==> config.mk <==
export PLATFORM = sky130hd
export DESIGN_NAME = rgb565_dominant_color_counter_flat
export DESIGN_NICKNAME = d
export VERILOG_FILES = /design/src/hw/rtl/rgbdc_pkg.sv /design/src/hw/rtl/rgbdc_if.sv /design/src/hw/rtl/rgb565_dominant_color_counter.sv /design/src/hw/rtl/rgbdc_classify.sv /design/src/hw/rtl/rgbdc_tally.sv /design/src/flat_wrapper.sv
export SDC_FILE = /design/constraint.sdc
export NUM_CORES = 1
export LEC_CHECK = 0
export ABC_AREA = 1
export BUFFER_PORTS_ARGS = -buffer_cell sky130_fd_sc_hd__buf_2
export CAP_MARGIN = 30
export CORE_ASPECT_RATIO = 1.4
export CORE_UTILIZATION = 40
export CTS_CLUSTER_SIZE = 10
export DETAILED_ROUTE_END_ITERATION = 8
export GPL_TIMING_DRIVEN = 0
export SLEW_MARGIN = 10
export SYNTH_ARGS = -nofsm -noshare
export SYNTH_HDL_FRONTEND = slang
export SYNTH_HIERARCHICAL = 1
export SYNTH_SLANG_ARGS = --single-unit
==> constraint.sdc <==
create_clock -name clk -period 5.6 [get_ports clk]
set_clock_uncertainty 0.1 [all_clocks]
set_input_delay 1.4 -clock clk [delete_from_list [all_inputs] [get_ports clk]]
set_output_delay 1.4 -clock clk [all_outputs]
set_load 0.005 [all_outputs]
==> src/hw/rtl/rgbdc_pkg.sv <==
package rgbdc_pkg;

	typedef enum logic [1:0] {
		CLASS_NONE  = 2'd0,
		CLASS_RED   = 2'd1,
		CLASS_GREEN = 2'd2,
		CLASS_BLUE  = 2'd3
	} cls_t;

	typedef enum logic [7:0] {
		REG_COLOR_MARGIN = 8'd0,
		REG_MARGIN_MODE  = 8'd1
	} reg_idx_t;

	localparam logic [7:0] MARGIN_RESET = 8'd30;
	localparam logic       MODE_RESET   = 1'b1;
	localparam logic [7:0] TALLY_MAX    = 8'hFF;

	typedef struct packed {
		logic [7:0] margin;
		logic       mode;
	} cfg_t;

	typedef struct packed {
		logic [7:0] red;
		logic [7:0] green;
		logic [7:0] blue;
	} tally_t;

endpackage

==> src/hw/rtl/rgbdc_if.sv <==
interface rgbdc_pix_if;
	logic        valid;
	logic        ready;
	logic [15:0] pixel_word;
	logic        end_of_line;

	modport source (output valid, output pixel_word, output end_of_line, input ready);
	modport sink (input valid, input pixel_word, input end_of_line, output ready);
endinterface

interface rgbdc_res_if;
	logic       valid;
	logic       ready;
	logic [1:0] pixel_class;
	logic       line_done;
	logic [1:0] line_class;
	logic [7:0] red_total;
	logic [7:0] green_total;
	logic [7:0] blue_total;

	modport source (output valid, output pixel_class, output line_done, output line_class,
		output red_total, output green_total, output blue_total, input ready);
	modport sink (input valid, input pixel_class, input line_done, input line_class,
		input red_total, input green_total, input blue_total, output ready);
endinterface

interface rgbdc_cfg_if;
	logic       valid;
	logic       ready;
	logic [7:0] index;
	logic [7:0] data;

	modport source (output valid, output index, output data, input ready);
	modport sink (input valid, input index, input data, output ready);
endinterface

==> src/hw/rtl/rgb565_dominant_color_counter.sv <==
// A pixel word accepted into the input register passes on to the
// pixel-class register and then to the result register.
// Throughput: one pixel word per cycle while results are taken; per-stage
// ready fills bubbles in the three-register pipeline while a result waits.
// Reset (arst_n low, async): all stages empty, line tallies zero,
// color_margin = 30, margin_mode = 1. Config writes are always ready.
module rgb565_dominant_color_counter
	import rgbdc_pkg::*;
(
	input  logic        clk,
	input  logic        arst_n,
	rgbdc_cfg_if.sink   cfg,
	rgbdc_pix_if.sink   pix,
	rgbdc_res_if.source res
);

	cfg_t cfg_q;

	logic        v_s1;
	logic [15:0] pixel_s1;
	logic        eol_s1;

	logic v_s2;
	cls_t cls_s2;
	logic eol_s2;

	logic   v_out_q;
	logic   adv_s1, adv_s2, out_free;
	cls_t   pix_cls, line_cls;
	tally_t tally_nxt;

	assign cfg.ready = 1'b1;

	always_ff @(posedge clk or negedge arst_n) begin
		if (!arst_n) begin
			cfg_q.margin <= MARGIN_RESET;
			cfg_q.mode   <= MODE_RESET;
		end else if (cfg.valid) begin
			case (reg_idx_t'(cfg.index))
				REG_COLOR_MARGIN: cfg_q.margin <= cfg.data;
				REG_MARGIN_MODE:  cfg_q.mode   <= cfg.data[0];
				default:          cfg_q        <= cfg_q;
			endcase
		end
	end

	assign out_free  = !v_out_q || res.ready;
	assign adv_s2    = v_s2 && out_free;
	assign adv_s1    = v_s1 && (!v_s2 || out_free);
	assign pix.ready = !v_s1 || !v_s2 || out_free;

	// stage 1: input register
	always_ff @(posedge clk or negedge arst_n) begin
		if (!arst_n) begin
			v_s1 <= 1'b0;
		end else if (pix.ready) begin
			v_s1 <= pix.valid;
		end
	end

	always_ff @(posedge clk) begin
		if (pix.valid && pix.ready) begin
			pixel_s1 <= pix.pixel_word;
			eol_s1   <= pix.end_of_line;
		end
	end

	// unpack without bit replication
	rgbdc_classify u_pix_cls (
		.cfg (cfg_q),
		.r   ({pixel_s1[15:11], 3'b000}),
		.g   ({pixel_s1[10:5], 2'b00}),
		.b   ({pixel_s1[4:0], 3'b000}),
		.cls (pix_cls)
	);

	// stage 2: pixel class
	always_ff @(posedge clk or negedge arst_n) begin
		if (!arst_n) begin
			v_s2 <= 1'b0;
		end else if (!v_s2 || out_free) begin
			v_s2 <= v_s1;
		end
	end

	always_ff @(posedge clk) begin
		if (adv_s1) begin
			cls_s2 <= pix_cls;
			eol_s2 <= eol_s1;
		end
	end

	rgbdc_tally u_tally (
		.clk       (clk),
		.arst_n    (arst_n),
		.en        (adv_s2),
		.cls       (cls_s2),
		.eol       (eol_s2),
		.tally_nxt (tally_nxt)
	);

	rgbdc_classify u_line_cls (
		.cfg (cfg_q),
		.r   (tally_nxt.red),
		.g   (tally_nxt.green),
		.b   (tally_nxt.blue),
		.cls (line_cls)
	);

	// result register
	always_ff @(posedge clk or negedge arst_n) begin
		if (!arst_n) begin
			v_out_q <= 1'b0;
		end else if (out_free) begin
			v_out_q <= v_s2;
		end
	end

	always_ff @(posedge clk) begin
		if (adv_s2) begin
			res.pixel_class <= cls_s2;
			res.line_done   <= eol_s2;
			res.line_class  <= eol_s2 ? line_cls : CLASS_NONE;
			res.red_total   <= eol_s2 ? tally_nxt.red : 8'd0;
			res.green_total <= eol_s2 ? tally_nxt.green : 8'd0;
			res.blue_total  <= eol_s2 ? tally_nxt.blue : 8'd0;
		end
	end

	assign res.valid = v_out_q;

`ifndef NO_ASSERTIONS
	a_sum_zero: assert property (@(posedge clk) disable iff (!arst_n)
		res.valid && !res.line_done |-> res.line_class == CLASS_NONE
			&& res.red_total == 8'd0 && res.green_total == 8'd0
			&& res.blue_total == 8'd0)
		else $error("line summary set on a mid-line word");
	a_s1_fill: assert property (@(posedge clk) disable iff (!arst_n)
		pix.valid && pix.ready |=> v_s1)
		else $error("accepted word lost at stage 1");
	a_s2_hold: assert property (@(posedge clk) disable iff (!arst_n)
		v_s2 && !out_free |=> v_s2 && $stable(cls_s2) && $stable(eol_s2))
		else $error("stage 2 word changed while stalled");
	a_out_load: assert property (@(posedge clk) disable iff (!arst_n)
		adv_s2 |=> res.valid)
		else $error("advancing word did not reach result register");
`endif

endmodule

==> src/hw/rtl/rgbdc_classify.sv <==
module rgbdc_classify
	import rgbdc_pkg::*;
(
	input  cfg_t       cfg,
	input  logic [7:0] r,
	input  logic [7:0] g,
	input  logic [7:0] b,
	output cls_t       cls
);

	logic [8:0] r_w, g_w, b_w;
	logic [8:0] r_m, g_m, b_m;
	logic       r_win, g_win, b_win;

	assign r_w = {1'b0, r};
	assign g_w = {1'b0, g};
	assign b_w = {1'b0, b};

	// plain mode is the margin rule with a zero margin
	always_comb begin
		logic [8:0] m;
		m   = cfg.mode ? {1'b0, cfg.margin} : 9'd0;
		r_m = r_w + m;
		g_m = g_w + m;
		b_m = b_w + m;
	end

	assign r_win = (r_w > g_m) && (r_w > b_m);
	assign g_win = (g_w > r_m) && (g_w > b_m);
	assign b_win = (b_w > r_m) && (b_w > g_m);

	always_comb begin
		if (r_win) begin
			cls = CLASS_RED;
		end else if (g_win) begin
			cls = CLASS_GREEN;
		end else if (b_win) begin
			cls = CLASS_BLUE;
		end else begin
			cls = CLASS_NONE;
		end
	end

endmodule

==> src/hw/rtl/rgbdc_tally.sv <==
module rgbdc_tally
	import rgbdc_pkg::*;
(
	input  logic   clk,
	input  logic   arst_n,
	input  logic   en,
	input  cls_t   cls,
	input  logic   eol,
	output tally_t tally_nxt
);

	tally_t tally_q;

	function automatic logic [7:0] bump(input logic [7:0] t);
		return (t == TALLY_MAX) ? TALLY_MAX : t + 8'd1;
	endfunction

	always_comb begin
		tally_nxt = tally_q;
		case (cls)
			CLASS_RED:   tally_nxt.red   = bump(tally_q.red);
			CLASS_GREEN: tally_nxt.green = bump(tally_q.green);
			CLASS_BLUE:  tally_nxt.blue  = bump(tally_q.blue);
			default:     tally_nxt = tally_q;
		endcase
	end

	always_ff @(posedge clk or negedge arst_n) begin
		if (!arst_n) begin
			tally_q <= '0;
		end else if (en) begin
			tally_q <= eol ? tally_t'('0) : tally_nxt;
		end
	end

`ifndef NO_ASSERTIONS
	// a line end always leaves the counters empty
	a_clear: assert property (@(posedge clk) disable iff (!arst_n)
		en && eol |=> tally_q == tally_t'('0))
		else $error("tally not cleared after line end");
	// counters never move without an advancing word
	a_hold: assert property (@(posedge clk) disable iff (!arst_n)
		!en |=> $stable(tally_q))
		else $error("tally changed while stalled");
	// saturated red counter stays at max within the line
	a_sat: assert property (@(posedge clk) disable iff (!arst_n)
		en && !eol && tally_q.red == TALLY_MAX |=> tally_q.red == TALLY_MAX)
		else $error("red tally left saturation");
`endif

endmodule
==> src/flat_wrapper.sv <==
// flat-port wrapper written by rule: the top's interface ports become plain ports
module rgb565_dominant_color_counter_flat import rgbdc_pkg::*;
  (clk, arst_n, cfg_valid, cfg_index, cfg_data, cfg_ready, pix_valid, pix_pixel_word, pix_end_of_line, pix_ready, res_valid, res_pixel_class, res_line_done, res_line_class, res_red_total, res_green_total, res_blue_total, res_ready);
  rgbdc_cfg_if cfg_i ();
  rgbdc_pix_if pix_i ();
  rgbdc_res_if res_i ();
  input  logic clk;
  input  logic arst_n;
  input wire logic [$bits(cfg_i.valid)-1:0] cfg_valid;
  input wire logic [$bits(cfg_i.index)-1:0] cfg_index;
  input wire logic [$bits(cfg_i.data)-1:0] cfg_data;
  output wire logic [$bits(cfg_i.ready)-1:0] cfg_ready;
  input wire logic [$bits(pix_i.valid)-1:0] pix_valid;
  input wire logic [$bits(pix_i.pixel_word)-1:0] pix_pixel_word;
  input wire logic [$bits(pix_i.end_of_line)-1:0] pix_end_of_line;
  output wire logic [$bits(pix_i.ready)-1:0] pix_ready;
  output wire logic [$bits(res_i.valid)-1:0] res_valid;
  output wire logic [$bits(res_i.pixel_class)-1:0] res_pixel_class;
  output wire logic [$bits(res_i.line_done)-1:0] res_line_done;
  output wire logic [$bits(res_i.line_class)-1:0] res_line_class;
  output wire logic [$bits(res_i.red_total)-1:0] res_red_total;
  output wire logic [$bits(res_i.green_total)-1:0] res_green_total;
  output wire logic [$bits(res_i.blue_total)-1:0] res_blue_total;
  input wire logic [$bits(res_i.ready)-1:0] res_ready;
  assign cfg_i.valid = cfg_valid;
  assign cfg_i.index = cfg_index;
  assign cfg_i.data = cfg_data;
  assign cfg_ready = cfg_i.ready;
  assign pix_i.valid = pix_valid;
  assign pix_i.pixel_word = pix_pixel_word;
  assign pix_i.end_of_line = pix_end_of_line;
  assign pix_ready = pix_i.ready;
  assign res_valid = res_i.valid;
  assign res_pixel_class = res_i.pixel_class;
  assign res_line_done = res_i.line_done;
  assign res_line_class = res_i.line_class;
  assign res_red_total = res_i.red_total;
  assign res_green_total = res_i.green_total;
  assign res_blue_total = res_i.blue_total;
  assign res_i.ready = res_ready;
  rgb565_dominant_color_counter u_core (.clk(clk), .arst_n(arst_n), .cfg(cfg_i), .pix(pix_i), .res(res_i));
endmodule
==> run_results.csv, run 1 <==
group,metric,value,unit
setup_path,critPathKind,"register to register",
setup_path,crit_buf_inv,3,
synth,synthCells,1260,
pwr,leakagePower,5.50,nW
setup_path,required,5.62,ns
setup_path,endpoint,"u_core/res.line_class[1]",
cells_and_area,layout-drive-gt1-share,15.7,%
cells_and_area,nFillCells,2238,
setup_path,crit_path_start,"u_core/u_tally/tally_q[1]",
grt,grt_max_degree,37,
clock_network,clk_pin_slew,0.08,ns
flow_run,maxCapViolations,0,
drt,vias,8382,
drt,drt-total-wl,24.3,mm
synth,synth_area_leaders,"nand2_1, edfxtp_1, ha_1",
clock_network,cts_resized,0,
die,die_w,127,um
setup_path,critPathLaunchType,"register",
sta,min_period,4.14,ns
sta,period_share,74.0,%
synth,yosys.area.top_type_share,17.1,%
die,die_h,177,um
grt,grt_use_total,22.7,%
drt,ant_nets,0,
run_status,status,"finished clean",
setup_path,path_max_fanout,4,
synth,yosysSeqAreaShare,27.2,%
setup_path,reg2reg_to,"u_core/res.line_class[1]",
setup_path,endpoint_kind,"register",
clock_network,cts_root_buf,"clkbuf_16",
drt,dr.pass1.iters,5,
clock_network,cts_hold_buf,0,
synth,ys.warnings.count,6,
min_path,hold_path_depth,0,
pwr,peakVddDrop,135,uV
synth,async_flop_share,42.4,%
clock_network,postCtsSetupRepairBufs,0,
pwr,power,2.27,mW
grt,grt_pass1_wl,39.2,mm
place,dp_hpwl,20.1,mm
die,initial_core_util,41.1,%
clock_network,clk_path_buf_depth,2,
cells_and_area,antenna_cells,0,
grt,antenna_found_initial,0,
pwr,power.density,230,mW/mm2
drt,avgRoutedWirePerCell,14.9,um
die,core_area,0.0213,mm2
place,io_buffer_count,68,
cells_and_area,fin_area,0.00987,mm2
clock_network,tritoncts,"done",
clock_network,h-tree-depth,3,
place,gp_congestion,0.966,
clock_network,clock-sinks,85,
synth,synth_ff_type,"edfxtp_1",
setup_path,cp.depth,25,
setup_path,cpMostUsedCell,"nand2_1",
setup_path,rr_worst_depth,25,
min_path,hold_class,"register to register",
synth,synth_enable_flop_cells,49,
sta,drv_slew,0,
sta,setup_tns,0,ns
place,placed_cell_area,0.00954,mm2
sta,max_slew.worst_pin.slew,0.817,ns
setup_path,slowest_delay,0.51,ns
place,dp.cells,1615,
clock_network,clk_latency,0.36,ns
cells_and_area,area_delta_synth_final,12.8,%
setup_path,worstReg2RegStart,"u_core/u_tally/tally_q[1]",
drt,drtIter0Drc,350,
synth,synth-seq-cells,85,
sta,grt_setup_unrepaired,"no",
sta,slew_headroom,45.4,%
synth,ys_types,47,
die,rows,63,
sta,setup_viol,0,
cells_and_area,fin_cells,1632,
synth,avgSynthCellArea,6.94,um2
sta,hold_violations,0,
die,ios,70,
setup_path,critPathTopFamily,"simple AND/OR/NAND/NOR gates",
synth,synthDominantAreaCellType,"nand2_1",
setup_path,r2r_slack,1.46,ns
drt,vias_per_cell,5.14,
setup_path,crit_arrival,4.17,ns
sta,holdWs,0.327,ns
grt,grt_pass1_vias,8117,
grt,grt_overflow,0,
drt,drc_errors,0,
clock_network,numCtsBuffers,9,
die,dieArea,0.0225,mm2
synth,synth_area,0.00875,mm2
sta,fmax,241,MHz
cells_and_area,fin_nets,1510,
setup_path,cp_slowest_cell,"a31oi_1",
[flip-flops by register name (all words and copies together), names as in the netlist, 2 cells and up]
name                    flops
u_core/cfg_q                9
u_core/cls_s2               2
u_core/pixel_s1            16
u_core/res.blue_total       8
u_core/res.green_total      8
u_core/res.line_class       2
u_core/res.pixel_class      2
u_core/res.red_total        8
u_core/u_tally/tally_q     24
[how the worst min path moves through the flow]
stage / to / from
6_report: u_core/eol_s2 / u_core/eol_s1
3_3_place_gp: u_core/eol_s2 / u_core/eol_s1
2_1_floorplan: u_core/eol_s2 / u_core/eol_s1
3_5_place_dp: u_core/eol_s2 / u_core/eol_s1
5_1_grt: u_core/eol_s2 / u_core/eol_s1
4_1_cts: u_core/eol_s2 / u_core/eol_s1
[cells by family (layout without fill, tap and decap cells)]
kind of cell	count (synthesis)	count (layout)	synth area share [%]
simple gates	720	720	38.2
buf+inv	213	300	9.70
compound gates	112	112	7.54
fa+ha+maj	105	105	15.0
flops	85	85	27.2
xor+xnor	23	23	2.30
other cells	2	27	0.0858
[metal layers]
metal  wire, um  global-route usage, %  vias to the layer above
met5          0                      0                        -
met4       1520                   14.7                        0
met3        676                   2.60                       75
met2      12700                   42.6                      197
met1       9380                   23.8                     3785
li1           -                      -                     4325
[report_power, final]
part / internal [mW] / switching (mW)
combinational: 0.319 / 0.526
sequential: 0.752 / 0.0522
clock: 0.321 / 0.303
total: 1.39 / 0.881
[synth_stat cells, drive strengths merged (2+ instances only)]
master	instances
buf	11
nand2	431
a31oi	6
o21ai	31
o221ai	9
and2	2
dfstp	5
edfxtp	49
xor2	14
conb	2
dfrtp	31
nor2	95
ha	105
nor3	7
nand4	35
inv	199
a21o	3
nand3	144
nand3b	5
a21boi	4
a21oi	53
o21bai	3
xnor2	9
clkbuf	2
[cells in the final DEF, fill, tap and decap left out, drive strengths merged, types with 2 or more instances in the layout]
cell type and n:
nand2 431, inv 204, nand3 144, ha 105
nor2 95, buf 82, a21oi 53, edfxtp 49
nand4 35, dfrtp 31, o21ai 31, conb 27
xor2 14, clkbuf 11, xnor2 9, o221ai 9
nor3 7, a31oi 6, dfstp 5, nand3b 5
a21boi 4, a21o 3, o21bai 3, clkinv 3
and2 2
[through the flow]
step,utilization [%],setup slack [ns]
2_1_floorplan,-,1.75
3_3_place_gp,44.7,0.763
3_5_place_dp,44.8,1.47
4_1_cts,46.3,1.47
5_1_grt,46.4,1.08
6_report,46.4,1.46
[cell type report]
type                            count  area, um2  share of cell area (%)
Sequential cell                    85       2380                    24.1
Buffer                             13       96.3                   0.976
Tap cell                          260        325                    3.30
Clock inverter                      7       83.8                   0.849
Multi-Input combinational cell    987       5630                    57.0
Timing Repair Buffer               71        379                    3.84
Clock buffer                        9        225                    2.28
Inverter                          200        752                    7.62
Note: power is estimated with default switching activity, not from simulation.
==> run 2, diff against run 1 <==
--- a/config.mk
+++ b/config.mk
@@ -5,7 +5,7 @@
 export SDC_FILE = /design/constraint.sdc
 export NUM_CORES = 1
 export LEC_CHECK = 0
-export ABC_AREA = 1
+export ABC_AREA = 0
 export BUFFER_PORTS_ARGS = -buffer_cell sky130_fd_sc_hd__buf_2
 export CAP_MARGIN = 30
 export CORE_ASPECT_RATIO = 1.4
==> constraint.sdc (replaced) <==
create_clock -name clk -period 3.4 [get_ports clk]
set_clock_uncertainty 0.1 [all_clocks]
set_input_delay 0.85 -clock clk [delete_from_list [all_inputs] [get_ports clk]]
set_output_delay 0.85 -clock clk [all_outputs]
set_load 0.005 [all_outputs]
==> run 2 against run 1 <==
Non-clock buffer count is 122 higher. The flow now finishes with violations (negative setup slack). Design area is 19% higher. Global-route usage is 1.1 points higher. Critical path depth is 2 lower. Utilization is 7.2 points higher. Hold slack worse by 0.13 ns. Synthesized cell count is 19% lower.
==> run_results.csv, run 2 <==
group,metric,value,unit
run_status,status,"complete, but fails checks",
run_status,violations,"negative setup slack",
cells_and_area,area_delta_synth_final,30.4,%
clock_network,clk_path_buf_depth,2,
synth,synth_ff_type,"edfxtp_1",
synth,synth_simple_gate_area_share,22.0,%
synth,synth_area,0.00904,mm2
cells_and_area,nFillCells,2004,
grt,grt_pass1_vias,7972,
cells_and_area,layout-drive-gt1-share,32.1,%
cells_and_area,seq_area,0.00238,mm2
sta,drv_slew,0,
synth,synth_compound_area_share,21.2,%
cells_and_area,antenna_cells,0,
grt,gr-usage-met1,25.6,%
cells_and_area,top_register,"u_core/u_tally/tally_q",
sta,slew_headroom,30.9,%
grt,grt_use_total,23.8,%
place,gp_congestion,0.881,
clock_network,cts_root_buf,"clkbuf_16",
die,core_area,0.0220,mm2
synth,yosysSeqAreaShare,26.3,%
synth,avgSynthCellArea,8.85,um2
synth,synthXorXnorAreaFrac,7.53,%
drt,drt-total-wl,27.5,mm
cells_and_area,layout_commonest_cell,"ha_1",
sta,fmax,220,MHz
pwr,peakVddDrop,466,uV
cells_and_area,mostFrequentLayoutCells,"ha_1, buf_4, buf_2, a21oi_1, nand2_1",
die,dieArea,0.0232,mm2
drt,drtIter0Drc,443,
sta,fin_ws,-1.14,ns
clock_network,numCtsBuffers,9,
clock_network,clk_latency,0.36,ns
cells_and_area,multi_input_area,0.00712,mm2
sta,hold_violations,0,
setup_path,endpoint_kind,"register",
synth,async_flop_share,42.4,%
synth,yosys.area.top_type_share,16.3,%
pwr,leakagePower,5.14,nW
flow_run,maxCapViolations,0,
grt,busiest_layer,"met2",
drt,vias,8528,
place,io_buffer_count,68,
clock_network,clk_pin_slew,0.07,ns
grt,antenna_found_initial,0,
setup_path,critPathKind,"register to register",
setup_path,path_max_fanout,6,
sta,setup_tns,-3.17,ns
die,initial_core_util,41.1,%
sta,min_period,4.54,ns
drt,avgRoutedWirePerCell,18.1,um
synth,synth_common_cells,"ha_1, a21oi_1, nand2_1",
setup_path,crit_arrival,4.55,ns
pwr,power,3.87,mW
sta,max_slew.worst_pin.slew,1.01,ns
clock_network,tritoncts,"done",
setup_path,critPathLaunchType,"register",
drt,drc_errors,0,
grt,grt_max_degree,37,
synth,synth_area_leaders,"edfxtp_1, ha_1, dfrtp_1",
clock_network,clock-sinks,85,
synth,synth_fa_ha_area_share,16.7,%
synth,synth-seq-cells,85,
place,pre_cts_slack,-1.63,ns
synth,synthMuxAreaShare,1.45,%
die,die_w,129,um
place,dp_hpwl,20.3,mm
synth,ys_types,98,
drt,vias_per_cell,5.60,
cells_and_area,fin_util,53.5,%
die,die_h,180,um
min_path,hold_class,"input pin to asynchronous set/reset pin",
grt,grt_overflow,0,
grt,grtUsageMet3,3.21,%
die,ios,70,
sta,grt_setup_unrepaired,"yes",
synth,synth_top_family_by_area,"simple AND/OR/NAND/NOR gates",
synth,synth_enable_flop_cells,49,
sta,setup_viol,4,
setup_path,r2r_slack,-1.14,ns
synth,synthDominantAreaCellType,"edfxtp_1",
pwr,power.density,329,mW/mm2
clock_network,cts_hold_buf,0,
setup_path,required,3.41,ns
cells_and_area,reg_top3,"u_core/u_tally/tally_q (24), u_core/pixel_s1 (16), u_core/cfg_q (9)",
synth,ys.warnings.count,6,
cells_and_area,fin_nets,1363,
cells_and_area,largest_reg_flops,24,
synth,synth.most_common_cell,"ha_1",
synth,synthCells,1022,
clock_network,h-tree-depth,3,
die,rows,64,
grt,use_met2,43.6,%
sta,period_share,133,%
drt,dr.pass1.iters,5,
grt,grt_pass1_wl,42.2,mm
drt,ant_nets,0,
[run 2: changes by cell type in the layout (fill, tap and decap cells not counted), sizes merged, moves of 26 or more]
cell   delta
xnor2    +43
a21oi    +40
and2     +50
o21ai    +26
nand3   -115
buf     +105
nor2     -40
inv     -168
nand2   -361
nor2b    +27
[run 2: final timing paths]
| kind | startpoint | endpoint | cells after the start |
|---|---|---|---|
| max in group asynchronous | arst_n | u_core/cfg_q[4] | 2 |
| min in group clk | u_core/eol_s1 | u_core/eol_s2 | 0 |
| max | u_core/cls_s2[0] | u_core/res.line_class[0] | 23 |
| max reg2reg | u_core/cls_s2[0] | u_core/res.line_class[0] | 23 |
| min reg2reg | u_core/eol_s1 | u_core/eol_s2 | 0 |
| min | arst_n | u_core/res.valid | 1 |
[run 2: cell type report]
| class | count | share of cell area, % |
|---|---|---|
| multi-input combinational | 886 | 60.4 |
| sequential | 85 | 20.2 |
| timing repair buffer | 159 | 9.32 |
| buffer | 47 | 3.46 |
| tap | 297 | 3.15 |
| clock buffer | 9 | 1.91 |
| inverter | 32 | 1.04 |
| clock inverter | 7 | 0.488 |
[run 2: cell families (layout without fill, tap and decap cells)]
| family | count (synthesis) | in the layout |
|---|---|---|
| other cells | 2 | 36 |
| fa+ha+maj | 124 | 124 |
| simple gates | 357 | 357 |
| xor+xnor | 69 | 69 |
| mux | 12 | 12 |
| compound gates | 288 | 288 |
| buf+inv | 85 | 254 |
| flops | 85 | 85 |
[run 2: layer usage]
layer	wire length, um	vias up
met3	893	83
met1	10700	4050
li1	-	4180
met5	0	-
met2	14200	215
met4	1780	0
[run 2: stage by stage]
stage | cell area (um2) | hold WS [ns] | std cells
global placement | 10100 | 0.304 | 1421
global route | 11800 | 0.182 | 1522
finish | 11800 | 0.193 | 1522
floorplan | 9380 | 0.300 | 1056
CTS | 11200 | 0.319 | 1485
detailed placement | 10100 | 0.309 | 1422
[run 2: worst max-delay path: stages (launching register included)]
cell,delay (ns)
edfxtp_1,0.46
buf_6,0.16
and2_4,0.14
clkbuf_8,0.15
a21oi_4,0.22
buf_6,0.15
xnor2_4,0.06
ha_4,0.20
a21oi_4,0.18
nor2_4,0.08
o32ai_4,0.31
nand2b_1,0.10
nand2_1,0.08
a21oi_2,0.07
xnor2_2,0.25
ha_1,0.30
buf_4,0.15
a211oi_2,0.17
nor2_1,0.07
maj3_2,0.31
o21ai_2,0.13
a311oi_2,0.13
o21bai_1,0.18
and2_1,0.15
[run 2: power by group]
group | switching, mW | total (mW) | internal (mW)
Clock | 0.444 | 0.952 | 0.508
Sequential | 0.0700 | 1.27 | 1.20
Combinational | 0.844 | 1.65 | 0.808
Total | 1.36 | 3.87 | 2.52
[run 2: repair_timing]
item,CTS,global route
resized for setup,88,74
cloned,0,0
buffers inserted,51,39
endpoints found under the setup margin,4,4
pin swaps,45,55
==> run 3, diff against run 2 <==
--- a/config.mk
+++ b/config.mk
@@ -9,6 +9,7 @@
 export BUFFER_PORTS_ARGS = -buffer_cell sky130_fd_sc_hd__buf_2
 export CAP_MARGIN = 30
 export CORE_ASPECT_RATIO = 1.4
+export CORE_MARGIN = 4
 export CORE_UTILIZATION = 40
 export CTS_CLUSTER_SIZE = 10
 export DETAILED_ROUTE_END_ITERATION = 8
==> run 3 against run 2 <==
The flow still finishes with violations (negative setup slack). Sequential share of layout area grew 0.056 points. Via count down 1.0%. Routed wire length is 0.40% higher. Clock power up 11%. Worst setup slack improved by 0.052 ns. Design area is 0.38% lower. Final cell count up 0.20%. Critical path type unchanged.
==> run_results.csv, run 3 (synthesis results as in run 2) <==
group,metric,value,unit
run_status,status,"complete, but fails checks",
run_status,violations,"negative setup slack",
drt,vias,8440,
sta,grt_setup_unrepaired,"yes",
sta,fin_ws,-1.08,ns
sta,fmax,223,MHz
cells_and_area,antenna_cells,0,
place,gp_congestion,0.865,
cells_and_area,fin_util,53.3,%
clock_network,clk_pin_slew,0.08,ns
cells_and_area,reg_top3,"u_core/u_tally/tally_q (24), u_core/pixel_s1 (16), u_core/cfg_q (9)",
grt,antenna_found_initial,0,
grt,grt_pass1_wl,42.3,mm
clock_network,h-tree-depth,3,
die,ios,70,
setup_path,reg2reg_to,"u_core/res.line_class[0]",
grt,grt_use_total,21.5,%
drt,ant_nets,0,
pwr,power.density,339,mW/mm2
cells_and_area,area_delta_synth_final,29.9,%
cells_and_area,top_register,"u_core/u_tally/tally_q",
grt,grt_pass1_vias,7960,
setup_path,crit_buf_inv,4,
cells_and_area,largest_reg_flops,24,
drt,drt-total-wl,27.6,mm
flow_run,maxCapViolations,0,
sta,period_share,132,%
setup_path,crit_arrival,4.51,ns
die,dieArea,0.0251,mm2
die,core_area,0.0220,mm2
cells_and_area,fin_nets,1366,
setup_path,endpoint_kind,"register",
setup_path,slowest_delay,0.45,ns
sta,max_slew.worst_pin.slew,0.976,ns
die,rows,64,
sta,min_period,4.48,ns
drt,drtIter0Drc,436,
setup_path,worstReg2RegStart,"u_core/cls_s2[0]",
clock_network,clock-sinks,85,
cells_and_area,layout-drive-gt1-share,31.5,%
clock_network,numCtsBuffers,9,
setup_path,path_max_fanout,4,
setup_path,required,3.43,ns
sta,holdWs,0.193,ns
setup_path,rr_worst_depth,23,
pwr,peakVddDrop,380,uV
die,initial_core_util,41.1,%
sta,drv_slew,0,
clock_network,clk_latency,0.37,ns
drt,avgRoutedWirePerCell,18.1,um
drt,vias_per_cell,5.53,
setup_path,critPathLaunchType,"register",
die,die_h,186,um
setup_path,critPathTopFamily,"simple AND/OR/NAND/NOR gates",
cells_and_area,nFillCells,2034,
drt,drc_errors,0,
cells_and_area,mostFrequentLayoutCells,"ha_1, buf_4, buf_2, a21oi_1, nand2_1",
setup_path,cp_slowest_cell,"edfxtp_1",
die,die_w,135,um
place,dp_hpwl,20.5,mm
setup_path,critPathKind,"register to register",
min_path,hold_class,"input pin to asynchronous set/reset pin",
clock_network,tritoncts,"done",
place,io_buffer_count,68,
clock_network,cts_root_buf,"clkbuf_16",
sta,hold_violations,0,
setup_path,crit_chain,"buf_6 -> buf_6 -> buf_4 -> and3_2 -> and3_4 -> xnor2_2 -> nand2_2 -> buf_4 -> o21ai_2 -> or3_4 -> a21oi_2 -> a21oi_2 -> xnor2_2 -> ha_1 -> nand3_2 -> nor2_1 -> a211oi_2 -> nor2_1 -> maj3_2 -> o21ai_2 -> a311oi_2 -> o21bai_1 -> and2_1",
sta,slew_headroom,33.2,%
pwr,leakagePower,5.16,nW
cells_and_area,layout_commonest_cell,"ha_1",
drt,dr.pass1.iters,5,
sta,setup_viol,4,
setup_path,r2r_slack,-1.08,ns
grt,grt_max_degree,37,
grt,grt_overflow,0,
clock_network,clk_path_buf_depth,2,
-- run 3: changes by cell type in the layout (fill, tap and decap cells not counted), moves of 3 or more --
cell,change
buf_4,+5
ha_4,-3
nor2_2,-3
a21oi_1,+3
ha_2,+3
-- run 3: worst max path at each step --
stage	startpoint	to	slack, ns	cells past startpoint
final	u_core/cls_s2[0]	u_core/res.line_class[0]	-1.08	23
after global routing	u_core/cls_s2[0]	u_core/res.line_class[0]	-1.27	23
after floorplan	u_core/u_tally/tally_q[3]	u_core/res.line_class[0]	-0.86	23
after CTS	u_core/u_tally/tally_q[4]	u_core/res.line_class[0]	-0.96	24
after global placement	u_core/cls_s2[0]	u_core/res.line_class[1]	-1.64	17
after detailed placement	u_core/cls_s2[0]	u_core/res.line_class[1]	-1.71	17
-- run 3: per-stage QoR --
stage	setup TNS [ns]	power [mW]	area (um2)	instances	setup slack [ns]
3_5_place_dp	-4.81	2.61	10100	1422	-1.71
3_3_place_gp	-8.81	2.59	10100	1421	-1.64
2_1_floorplan	-1.97	2.23	9380	1056	-0.857
5_1_grt	-3.81	4.21	11700	1525	-1.27
6_report	-3.21	3.98	11700	1525	-1.08
4_1_cts	-2.74	3.89	11300	1493	-0.964
-- run 3: layout make-up --
cell class                 instances  area (um2)  area share (%)
clock buffer                       9         225            1.92
sequential                        85        2380            20.3
buffer                            48         393            3.35
tap                              297         372            3.16
inverter                          32         123            1.04
multi-input combinational        886        7080            60.3
clock inverter                     7        86.3           0.735
timing repair buffer             161        1090            9.28
-- run 3: routing by layer --
| layer | track usage (%) | vias up | wire length (um) |
|---|---|---|---|
| li1 | - | 4190 | - |
| met1 | 23.7 | 3998 | 10800 |
| met2 | 39.7 | 185 | 14500 |
| met3 | 2.22 | 67 | 780 |
| met4 | 12.5 | 0 | 1550 |
| met5 | 0 | - | 0 |
-- run 3: what timing repair did --
item / 4_1_cts / 5_1_grt
pin swaps: 52 / 44
gates resized for setup: 92 / 49
setup endpoints to repair: 4 / 4
cloned: 0 / 1
hold buffers: 0 / 0
setup buffers: 59 / 31
-- run 3: where the power goes --
| group | switching (mW) | total, mW | internal [mW] |
|---|---|---|---|
| Combinational | 0.853 | 1.64 | 0.791 |
| Clock | 0.475 | 1.06 | 0.589 |
| Sequential | 0.0690 | 1.27 | 1.20 |
| Total | 1.40 | 3.98 | 2.58 |
